## config.mk

```make
export PLATFORM = sky130hd
export DESIGN_NAME = whf_back
export DESIGN_NICKNAME = d
export VERILOG_FILES = /design/src/design/whf_pkg.sv /design/src/design/whf_back.sv
export SDC_FILE = /design/constraint.sdc
export NUM_CORES = 2
export LEC_CHECK = 0
export ABC_AREA = 0
export BUFFER_PORTS_ARGS = -buffer_cell sky130_fd_sc_hd__buf_2
export CAP_MARGIN = 5
export CORE_UTILIZATION = 55
export DETAILED_ROUTE_END_ITERATION = 7
export PLACE_DENSITY = 0.77
export SLEW_MARGIN = 20
export SYNTH_ARGS = -nofsm -noshare
export SYNTH_HDL_FRONTEND = slang
export SYNTH_SLANG_ARGS = --single-unit
```

## constraint.sdc

```tcl
create_clock -name clk -period 15.05 [get_ports clk]
set_input_delay 4.515 -clock clk [delete_from_list [all_inputs] [get_ports clk]]
set_output_delay 4.515 -clock clk [all_outputs]
set_load 0.1 [all_outputs]
```

## src/design/whf_pkg.sv

```systemverilog
// ---------------------------------------------------------------------------
// whf_pkg
// types, constants and the cordic angle table for the waypoint follower
// ---------------------------------------------------------------------------
package whf_pkg;

  localparam int TableDepth  = 16;
  localparam int CordicSteps = 16;
  localparam int IdxW        = 5;
  localparam int StepW       = 5;

  localparam logic signed [15:0] PiQ13    = 16'sd25736;
  localparam logic signed [17:0] TwoPiQ13 = 18'sd51472;
  localparam logic signed [20:0] HalfPiQ16 = 21'sd102944;

  typedef enum logic [1:0] {
    REQ_TICK  = 2'd0,
    REQ_ADD   = 2'd1,
    REQ_CLEAR = 2'd2,
    REQ_NONE  = 2'd3
  } req_t;

  typedef enum logic [2:0] {
    CFG_REACH   = 3'd0,
    CFG_GAIN    = 3'd1,
    CFG_MAXTURN = 3'd2,
    CFG_CRUISE  = 3'd3,
    CFG_SLOW    = 3'd4
  } cfg_idx_t;

  typedef struct packed {
    logic [1:0]         req_type;
    logic signed [31:0] wp_x;
    logic signed [31:0] wp_y;
    logic signed [31:0] pose_x;
    logic signed [31:0] pose_y;
    logic signed [15:0] pose_theta;
  } req_item_t;

  typedef struct packed {
    logic [14:0]        speed_target;
    logic signed [15:0] turn_target;
    logic               add_accepted;
    logic               waypoint_reached;
    logic [4:0]         waypoint_count;
    logic [4:0]         active_index;
    logic               route_complete;
  } rsp_item_t;

  typedef struct packed {
    logic [23:0] reach_radius;
    logic [15:0] heading_gain;
    logic [14:0] max_turn_rate;
    logic [14:0] cruise_speed;
    logic [14:0] slowdown_angle;
  } cfg_t;

  // front-to-back queue entry: a classified job
  typedef struct packed {
    logic               steer;       // tick needs the cordic path
    logic signed [32:0] dx;
    logic signed [32:0] dy;
    logic signed [15:0] theta;
    rsp_item_t          rsp;         // bookkeeping result, speeds zero
  } job_t;

  function automatic logic signed [20:0] atan_q16(input logic [StepW-1:0] i);
    unique case (i)
      5'd0:  atan_q16 = 21'sd51472;
      5'd1:  atan_q16 = 21'sd30385;
      5'd2:  atan_q16 = 21'sd16055;
      5'd3:  atan_q16 = 21'sd8150;
      5'd4:  atan_q16 = 21'sd4091;
      5'd5:  atan_q16 = 21'sd2047;
      5'd6:  atan_q16 = 21'sd1024;
      5'd7:  atan_q16 = 21'sd512;
      5'd8:  atan_q16 = 21'sd256;
      5'd9:  atan_q16 = 21'sd128;
      5'd10: atan_q16 = 21'sd64;
      5'd11: atan_q16 = 21'sd32;
      5'd12: atan_q16 = 21'sd16;
      5'd13: atan_q16 = 21'sd8;
      5'd14: atan_q16 = 21'sd4;
      5'd15: atan_q16 = 21'sd2;
      5'd16: atan_q16 = 21'sd1;
      default: atan_q16 = 21'sd0;
    endcase
  endfunction

endpackage

```

## src/design/whf_back.sv

```systemverilog
// ---------------------------------------------------------------------------
// whf_back
// cordic atan2, heading error, turn and speed targets; result register
// ---------------------------------------------------------------------------
module whf_back (
  input  logic              clk,
  input  logic              rst_n,
  input  logic              job_valid,
  output logic              job_ready,
  input  whf_pkg::job_t     job,
  input  whf_pkg::cfg_t     cfg,
  output logic              rsp_valid,
  input  logic              rsp_ready,
  output whf_pkg::rsp_item_t rsp
);
  import whf_pkg::*;

  typedef enum logic [4:0] {
    B_IDLE = 5'b00001,
    B_ROT  = 5'b00010,
    B_ERR  = 5'b00100,
    B_MUL  = 5'b01000,
    B_OUT  = 5'b10000
  } bst_t;

  bst_t st_r;
  job_t j_r;
  logic signed [52:0] x_r, y_r;
  logic signed [21:0] z_r;
  logic [StepW-1:0]   i_r;
  logic signed [17:0] err_r;
  logic signed [34:0] prod_r;
  logic [14:0]        spd_r;
  logic               ov_r;
  rsp_item_t          o_r;
  logic               ov_nxt;

  logic signed [52:0] xs, ys;
  logic signed [17:0] ang, e0;
  logic signed [34:0] om;
  logic signed [16:0] lim;
  logic               zero_vec;
  logic               fire;
  logic signed [15:0] turn_c;
  rsp_item_t          rsp_c;

  assign job_ready = (st_r == B_IDLE);
  assign rsp_valid = ov_r;
  assign rsp       = o_r;
  assign xs  = x_r >>> i_r;
  assign ys  = y_r >>> i_r;
  // zero vector gives zero angle
  assign zero_vec = (j_r.dx == 0) && (j_r.dy == 0);
  assign ang = zero_vec ? 18'sd0 : 18'(($signed({z_r[21], z_r}) + 23'sd4) >>> 3);
  assign e0  = ang - 18'(j_r.theta);
  assign om  = (prod_r + 35'sd256) >>> 9;
  assign lim = $signed({2'b0, cfg.max_turn_rate});
  assign ov_nxt = ov_r && !rsp_ready;
  assign fire   = (st_r == B_OUT) && !ov_nxt;

  always_comb begin
    if (om > 35'(lim)) turn_c = 16'(lim);
    else if (om < -35'(lim)) turn_c = 16'(-lim);
    else turn_c = om[15:0];
    rsp_c = j_r.rsp;
    if (j_r.steer) begin
      rsp_c.speed_target = spd_r;
      rsp_c.turn_target  = turn_c;
    end
  end

  always_ff @(posedge clk) begin
    if (!rst_n) begin
      st_r <= B_IDLE; ov_r <= 1'b0;
    end else begin
      ov_r <= ov_nxt || fire;
      unique case (st_r)
        B_IDLE: if (job_valid) begin
          j_r <= job;
          i_r <= '0;
          if (!job.steer) begin
            st_r <= B_OUT;
          end else begin
            st_r <= B_ROT;
            if (job.dx < 0) begin
              if (job.dy >= 0) begin
                x_r <= 53'(job.dy); y_r <= -53'(job.dx); z_r <= 22'(HalfPiQ16);
              end else begin
                x_r <= -53'(job.dy); y_r <= 53'(job.dx); z_r <= -22'(HalfPiQ16);
              end
            end else begin
              x_r <= 53'(job.dx); y_r <= 53'(job.dy); z_r <= '0;
            end
          end
        end
        B_ROT: begin
          if (y_r >= 0) begin
            x_r <= x_r + ys; y_r <= y_r - xs; z_r <= z_r + 22'(atan_q16(i_r));
          end else begin
            x_r <= x_r - ys; y_r <= y_r + xs; z_r <= z_r - 22'(atan_q16(i_r));
          end
          i_r <= i_r + 1'b1;
          if (i_r == StepW'(CordicSteps - 1)) st_r <= B_ERR;
        end
        B_ERR: begin
          if (e0 > 18'(PiQ13)) err_r <= e0 - TwoPiQ13;
          else if (e0 < -18'(PiQ13)) err_r <= e0 + TwoPiQ13;
          else err_r <= e0;
          st_r <= B_MUL;
        end
        B_MUL: begin
          prod_r <= $signed({1'b0, cfg.heading_gain}) * err_r;
          st_r <= B_OUT;
          spd_r <= (err_r > $signed({3'b0, cfg.slowdown_angle}) ||
                    err_r < -$signed({3'b0, cfg.slowdown_angle}))
                   ? (cfg.cruise_speed >> 1) : cfg.cruise_speed;
        end
        B_OUT: if (fire) begin
          o_r  <= rsp_c;
          st_r <= B_IDLE;
        end
        default: st_r <= B_IDLE;
      endcase
    end
  end

  a_turn: assert property (@(posedge clk) disable iff (!rst_n)
    ov_r && !o_r.waypoint_reached && o_r.add_accepted |-> o_r.turn_target == 0)
    else $error("add carries turn");
  a_iter: assert property (@(posedge clk) disable iff (!rst_n)
    st_r == B_ROT |-> i_r < StepW'(CordicSteps)) else $error("step overrun");
  a_hold: assert property (@(posedge clk) disable iff (!rst_n)
    ov_r && !rsp_ready |=> ov_r && $stable(o_r)) else $error("result lost");

endmodule

```

# Word level (Yosys, flattened, before mapping)
# Memories as Yosys holds them, arrays and structs flattened. A register that Yosys moved wholly into a read port is not among the register bits.
# Cells that the tools add are included.
[totals]
memories = 2
wordCells = 126
out_inout_bits = 46
mem_bits_ro = 1024
ff_bits = 378
in_bits = 216
[memory_table]
columns = ["memory", "words", "word_bits", "rd", "rd_clocked_by_memory_dff", "write_ports", "line_no", "source"]
rows = [
  ["(name not given)", 32, 16, 1, 1, 0, "whf_pkg.sv:68", "unique case (i)"],
  ["(name not given)", 32, 16, 1, 1, 0, "whf_pkg.sv:68", ""],
]
[op_classes]
n_reduce_logical = 17
eq_ne = 10
add_sub_neg = 17
shift = 2
multipliers = 1
magnitude_cmp = 9
n_mux = 40
[ops]
columns = ["cell", "n"]
rows = [
  ["two-way mux 53 bit", 10],
  ["case mux 53 bit (2 select lines)", 2],
  ["two-way mux 21 bit", 6],
  ["two-way mux 22 bit", 5],
  ["adder 53 bit", 2],
  ["negator 33 -> 53 bit", 2],
  [">>> shifter 53 x 5 -> 53 bit", 2],
  ["subtractor 53 bit", 2],
  ["logical NOT 33 bit", 2],
  ["two-way mux 18 bit", 3],
  ["greater-or-equal comparator 53 x 1 -> 1 bit (second input constant)", 1],
  ["case mux 22 bit (2 select lines)", 1],
  ["adder 35 x 10 -> 35 bit (second input constant)", 1],
  ["< comparator 26 x 35 -> 1 bit", 1],
  ["multiplier 17 x 18 -> 35 bit", 1],
  ["two-way mux 5 bit", 7],
  ["negator 15 -> 35 bit", 1],
  ["greater-or-equal comparator 33 x 1 -> 1 bit (second input constant)", 1],
  ["< comparator 33 x 1 -> 1 bit (second input constant)", 1],
  ["two-way mux 16 bit", 2],
  ["two-way mux 31 bit", 1],
  ["> comparator 26 x 16 -> 1 bit", 1],
  ["case mux 5 bit (5 select lines)", 1],
  ["adder 22 x 21 -> 22 bit", 1],
  ["other kinds (28)", 39],
]

# Longest topological paths before layout
[depth]
depth_word = 7
mapped_depth = 30
ltp_nobuf = 25

# Worst setup path after synthesis
# No wires, ideal clock.
[synth_path]
path_type = "input to register"
start = "input port job_valid"
end = "register x_r[0] (enable)"
n_path_buf = 0
stages = 2
required_time_ns = 14.395
arrival_time_ns = 10.773
setup_time_ns = 0.655
slack_ns = 3.621
cell_sequence = "o21ai_0 -> a21oi_1"
[synth_via]
elab_chain_cells = 2
[synth_rtl]
columns = ["element", "line_no", "source"]
rows = [
  ["start: declaration", "whf_back.sv:8", "input logic job_valid,"],
  ["!= test 2 bit (no line)", "n/a", ""],
  ["AND reduction 4 bit (no line)", "n/a", ""],
  ["end signal: assignment", "whf_back.sv:87", "x_r <= 53'(job.dy); y_r <= -53'(job.dx); z_r <= 22'(HalfPiQ16);"],
  ["end signal: assignment", "whf_back.sv:89", "x_r <= -53'(job.dy); y_r <= 53'(job.dx); z_r <= -22'(HalfPiQ16);"],
  ["end signal: assignment", "whf_back.sv:98", "x_r <= x_r + ys; y_r <= y_r - xs; z_r <= z_r + 22'(atan_q16(i_r));"],
  ["end: declaration", "whf_back.sv:28", "logic signed [52:0] x_r, y_r;"],
]
# Every way passes these cells.
# A chain may end at the register's enable or synchronous reset.

# Worst setup path after layout
[layout_path]
start = "input port cfg[48] in the netlist's numbering"
end = "register prod_r[34], data pin"
[layout_via]
elab_chain_cells = 1
[layout_rtl]
columns = ["element", "line_no", "source"]
rows = [
  ["start: declaration", "whf_back.sv:11", "input whf_pkg::cfg_t cfg,"],
  ["multiplier 17 x 18 -> 35 bit", "whf_back.sv:112", "prod_r <= $signed({1'b0, cfg.heading_gain}) * err_r;"],
  ["end signal: assignment", "whf_back.sv:112", ""],
  ["end: declaration", "whf_back.sv:32", "logic signed [34:0] prod_r;"],
]
# Every way passes these cells.

==> metrics <==
routing usage on met1=41.1%; Post-CTS Setup Inserts=0; Crit Path Category=in2reg; layout cell share with drive strength beyond 1=~13%; final worst setup slack=about 3.9 ns; Leakage=0.0221 uW; number of global-route vias before repair=39913; final setup vio count=0; CTS sink count=385; outcome=complete, no violations; syn avg cell area=about 9.4 sq um; Post-synth EDFFs=between 300 and 400; CTS max path bufs=3; # port buffers=237; DIE HEIGHT=301 um; hold slack=0.420 ns; Clock Power Share=17.3%; Most used DFF post-synth=edfxtp_1; HP Class=reg2reg; Pwr Density=137 nW/um^2; Sw Pwr=3240 uW; Pins Over Slew Limit=0; most used routing layer=met2; total global-route track usage=30.8%; largest net degree at the start of global routing=125; DP HPWL=approximately 110000 um; CP max FO=18; # DRC=0; WP data arrival=11.52 ns; Reg power frac=a little over a fifth; Detailed Route Iter0 Violations=4663; maxcap violations=0; Area Growth Syn to Fin=7.38%; gate count after technology mapping=5237; worst-skew pair later-pin latency=0.65 ns; placed insts=~6400; vias per std cell=6.44; GP Congestion=between 0.9 and 1; Post-Synthesis Cell Area=between 40000 and 50000 sq um; Post-synth ARST share=0%; Internal Power=about 4000 uW; wire length of the first global-routing pass=~220000 um; Synthesized Nets=a little over 6000; post_cts resized=0; root buf cell=clkbuf_16; area of the die=90400 sq um; CTS Buf Count=47; die span in x=roughly 300 um; Detail Route Antenna Nets=0; Worst Clk Skew=roughly 0.034 ns; slowest stage cell, crit path=fa_1; core area=88400 sq um; fmax=89.6 MHz; htree depth=2; Congestion Overflow GR=0; relative slew slack=around 14%; Startpoint Class=input port; crit path cell chain=buf_2 > nand2_1 > fa_1 > inv_1 > fa_1 > fa_1 > fa_1 > fa_1 > inv_1 > fa_1 > inv_1 > ha_1 > and4_1 > nand4_1 > o31ai_1 > a211oi_1 > nor3_1 > a31oi_1 > o21ba_2 > xnor2_1; Tcrit/Tclk final=74.2%; grt met2 use=between 40% and 50%; RSZ-0062 raised after global routing=no; Initial Util=55.5%; GRT met3 Usage=around 7.0%; IO Pins=262; CTS tree=built; CP dominant cell by count=fa_1; NumNets Final=6157; Comb pwr share=about 62%; critical path capture point type=register; total iterations of the first detailed-routing run=8; Core Util, Final=between 50 and 60%; switch share=44.8%; vias after detailed routing=41946; max incr delay on CP=0.87 ns; Yosys cell types=between 100 and 150; Yosys reg bits=slightly below 400; WL/cell=21.6 um; Setup WS pre-CTS=around 3.3 ns; Peak VDD IR=0.000215 V; Ys Warns=0; Clk pin slew, worst setup/hold paths=0.06 ns; final std cells w/o fill=around 6500; Core Rows=109; Final TNS setup=0 ns; post-synthesis sequential area ratio=between 20% and 30%; fin crit period=11.17 ns; actual slew at the worst max-slew pin=1.28 ns; final hold vios=0; Required @ worst endpoint=about 15 ns; initial antenna violation count=5; CTS Hold Bufs=0; Routed WL=between 100000 and 150000 um
==> final timing paths <==
path / cells after the start / slack (ns) / start / end
worst max-delay path: 20 / 3.88 / cfg[48] / prod_r[34]$_DFFE_PP_
worst min-delay path: 0 / 0.42 / j_r[4]$_DFFE_PP_ / rsp[4]$_DFFE_PP_
worst max register to register: 22 / 5.80 / i_r[1]$_DFFE_PP_ / y_r[51]$_DFFE_PP_
worst min register to register: 0 / 0.42 / j_r[4]$_DFFE_PP_ / rsp[4]$_DFFE_PP_
==> state kept, by name (all words and copies together) (netlist names), named ones only <==
register and cells:
err_r 18, i_r 5, j_r 127, prod_r 27, rsp 44, rsp_valid 1
spd_r 15, st_r 5, x_r 53, y_r 53, z_r 21
==> metal layers <==
layer | share of wire [%] | vias up
li1 | - | 19044
met1 | 39 | 20318
met3 | 11 | 382
met5 | 0.023 | -
met4 | 4.1 | 6
met2 | 45 | 2196
==> worst max-delay path: cells and delay by family <==
kind / cells / cell delay [ns]
adders and majority gates: 7 / 4.02
xor gates and xnor gates: 1 / 0.15
AOI/OAI and AO/OA: 4 / 1.28
buffers and inverters: 4 / 0.58
and+or+nand+nor: 4 / 0.93
==> final cells by class <==
type,instances,area [sq um]
fillers,7474,35700
multi-input cells,4068,34700
flip-flops and latches,385,11300
inverters,526,1980
repair buffers,285,1560
well taps,1165,1460
clock buffers,57,1240
clock inverters,31,443
diodes,1,2.50
==> cell usage in the layout (no fill, tap or decap), types with 110 or more instances in the layout <==
cell type  count
and2_1       141
edfxtp_1     363
buf_2        236
nor2_1       287
mux4_2       170
mux2i_1      145
a21oi_1      251
xor2_1       155
fa_1         295
nand2_1      548
xnor2_1      229
o21ai_0      291
ha_1         333
inv_1        521
a21o_1       110
==> cells in the mapped netlist (58+ instances only) <==
library cell  instances  share of area [%]
nand2_1             549                4.2
inv_1               521                4.0
edfxtp_1            363                 22
ha_1                333                8.5
fa_1                295                 12
o21ai_0             291                3.0
nor2_1              287                2.2
a21oi_1             253                2.6
xnor2_1             229                4.1
mux4_2              170                7.8
clkbuf_1            155                1.2
xor2_1              155                2.8
mux2i_1             145                3.0
and2_1              141                1.8
a21o_1              110                1.7
nand3_1              93               0.95
mux2_2               90                2.1
o211ai_1             82                1.3
nor3_1               60               0.61
nor4_1               58               0.74
==> power groups by stage <==
stage	clock network (uW)	logic, uW	registers (uW)
global route	1310	4940	1520
finish	1250	4480	1520
detailed placement	0	4380	1530
floorplan	0	3360	1530
CTS	1280	4420	1510
global placement	0	4280	1530
==> metrics by stage <==
step	power, uW	area [sq um]
2_1_floorplan	4890	49100
3_5_place_dp	5910	51000
5_1_grt	7770	52700
3_3_place_gp	5810	51000
4_1_cts	7210	52700
6_report	7240	52700
==> cells by family after synthesis <==
logic type	Yosys count	share of synthesized area (%)
compound gates	1160	15.4
flops	385	23.1
buf+inv	784	6.35
fa+ha+maj	628	20.5
xor+xnor	384	6.86
simple gates	1486	14.7
mux	410	13.1
Note: power is estimated with default switching activity, not from simulation.
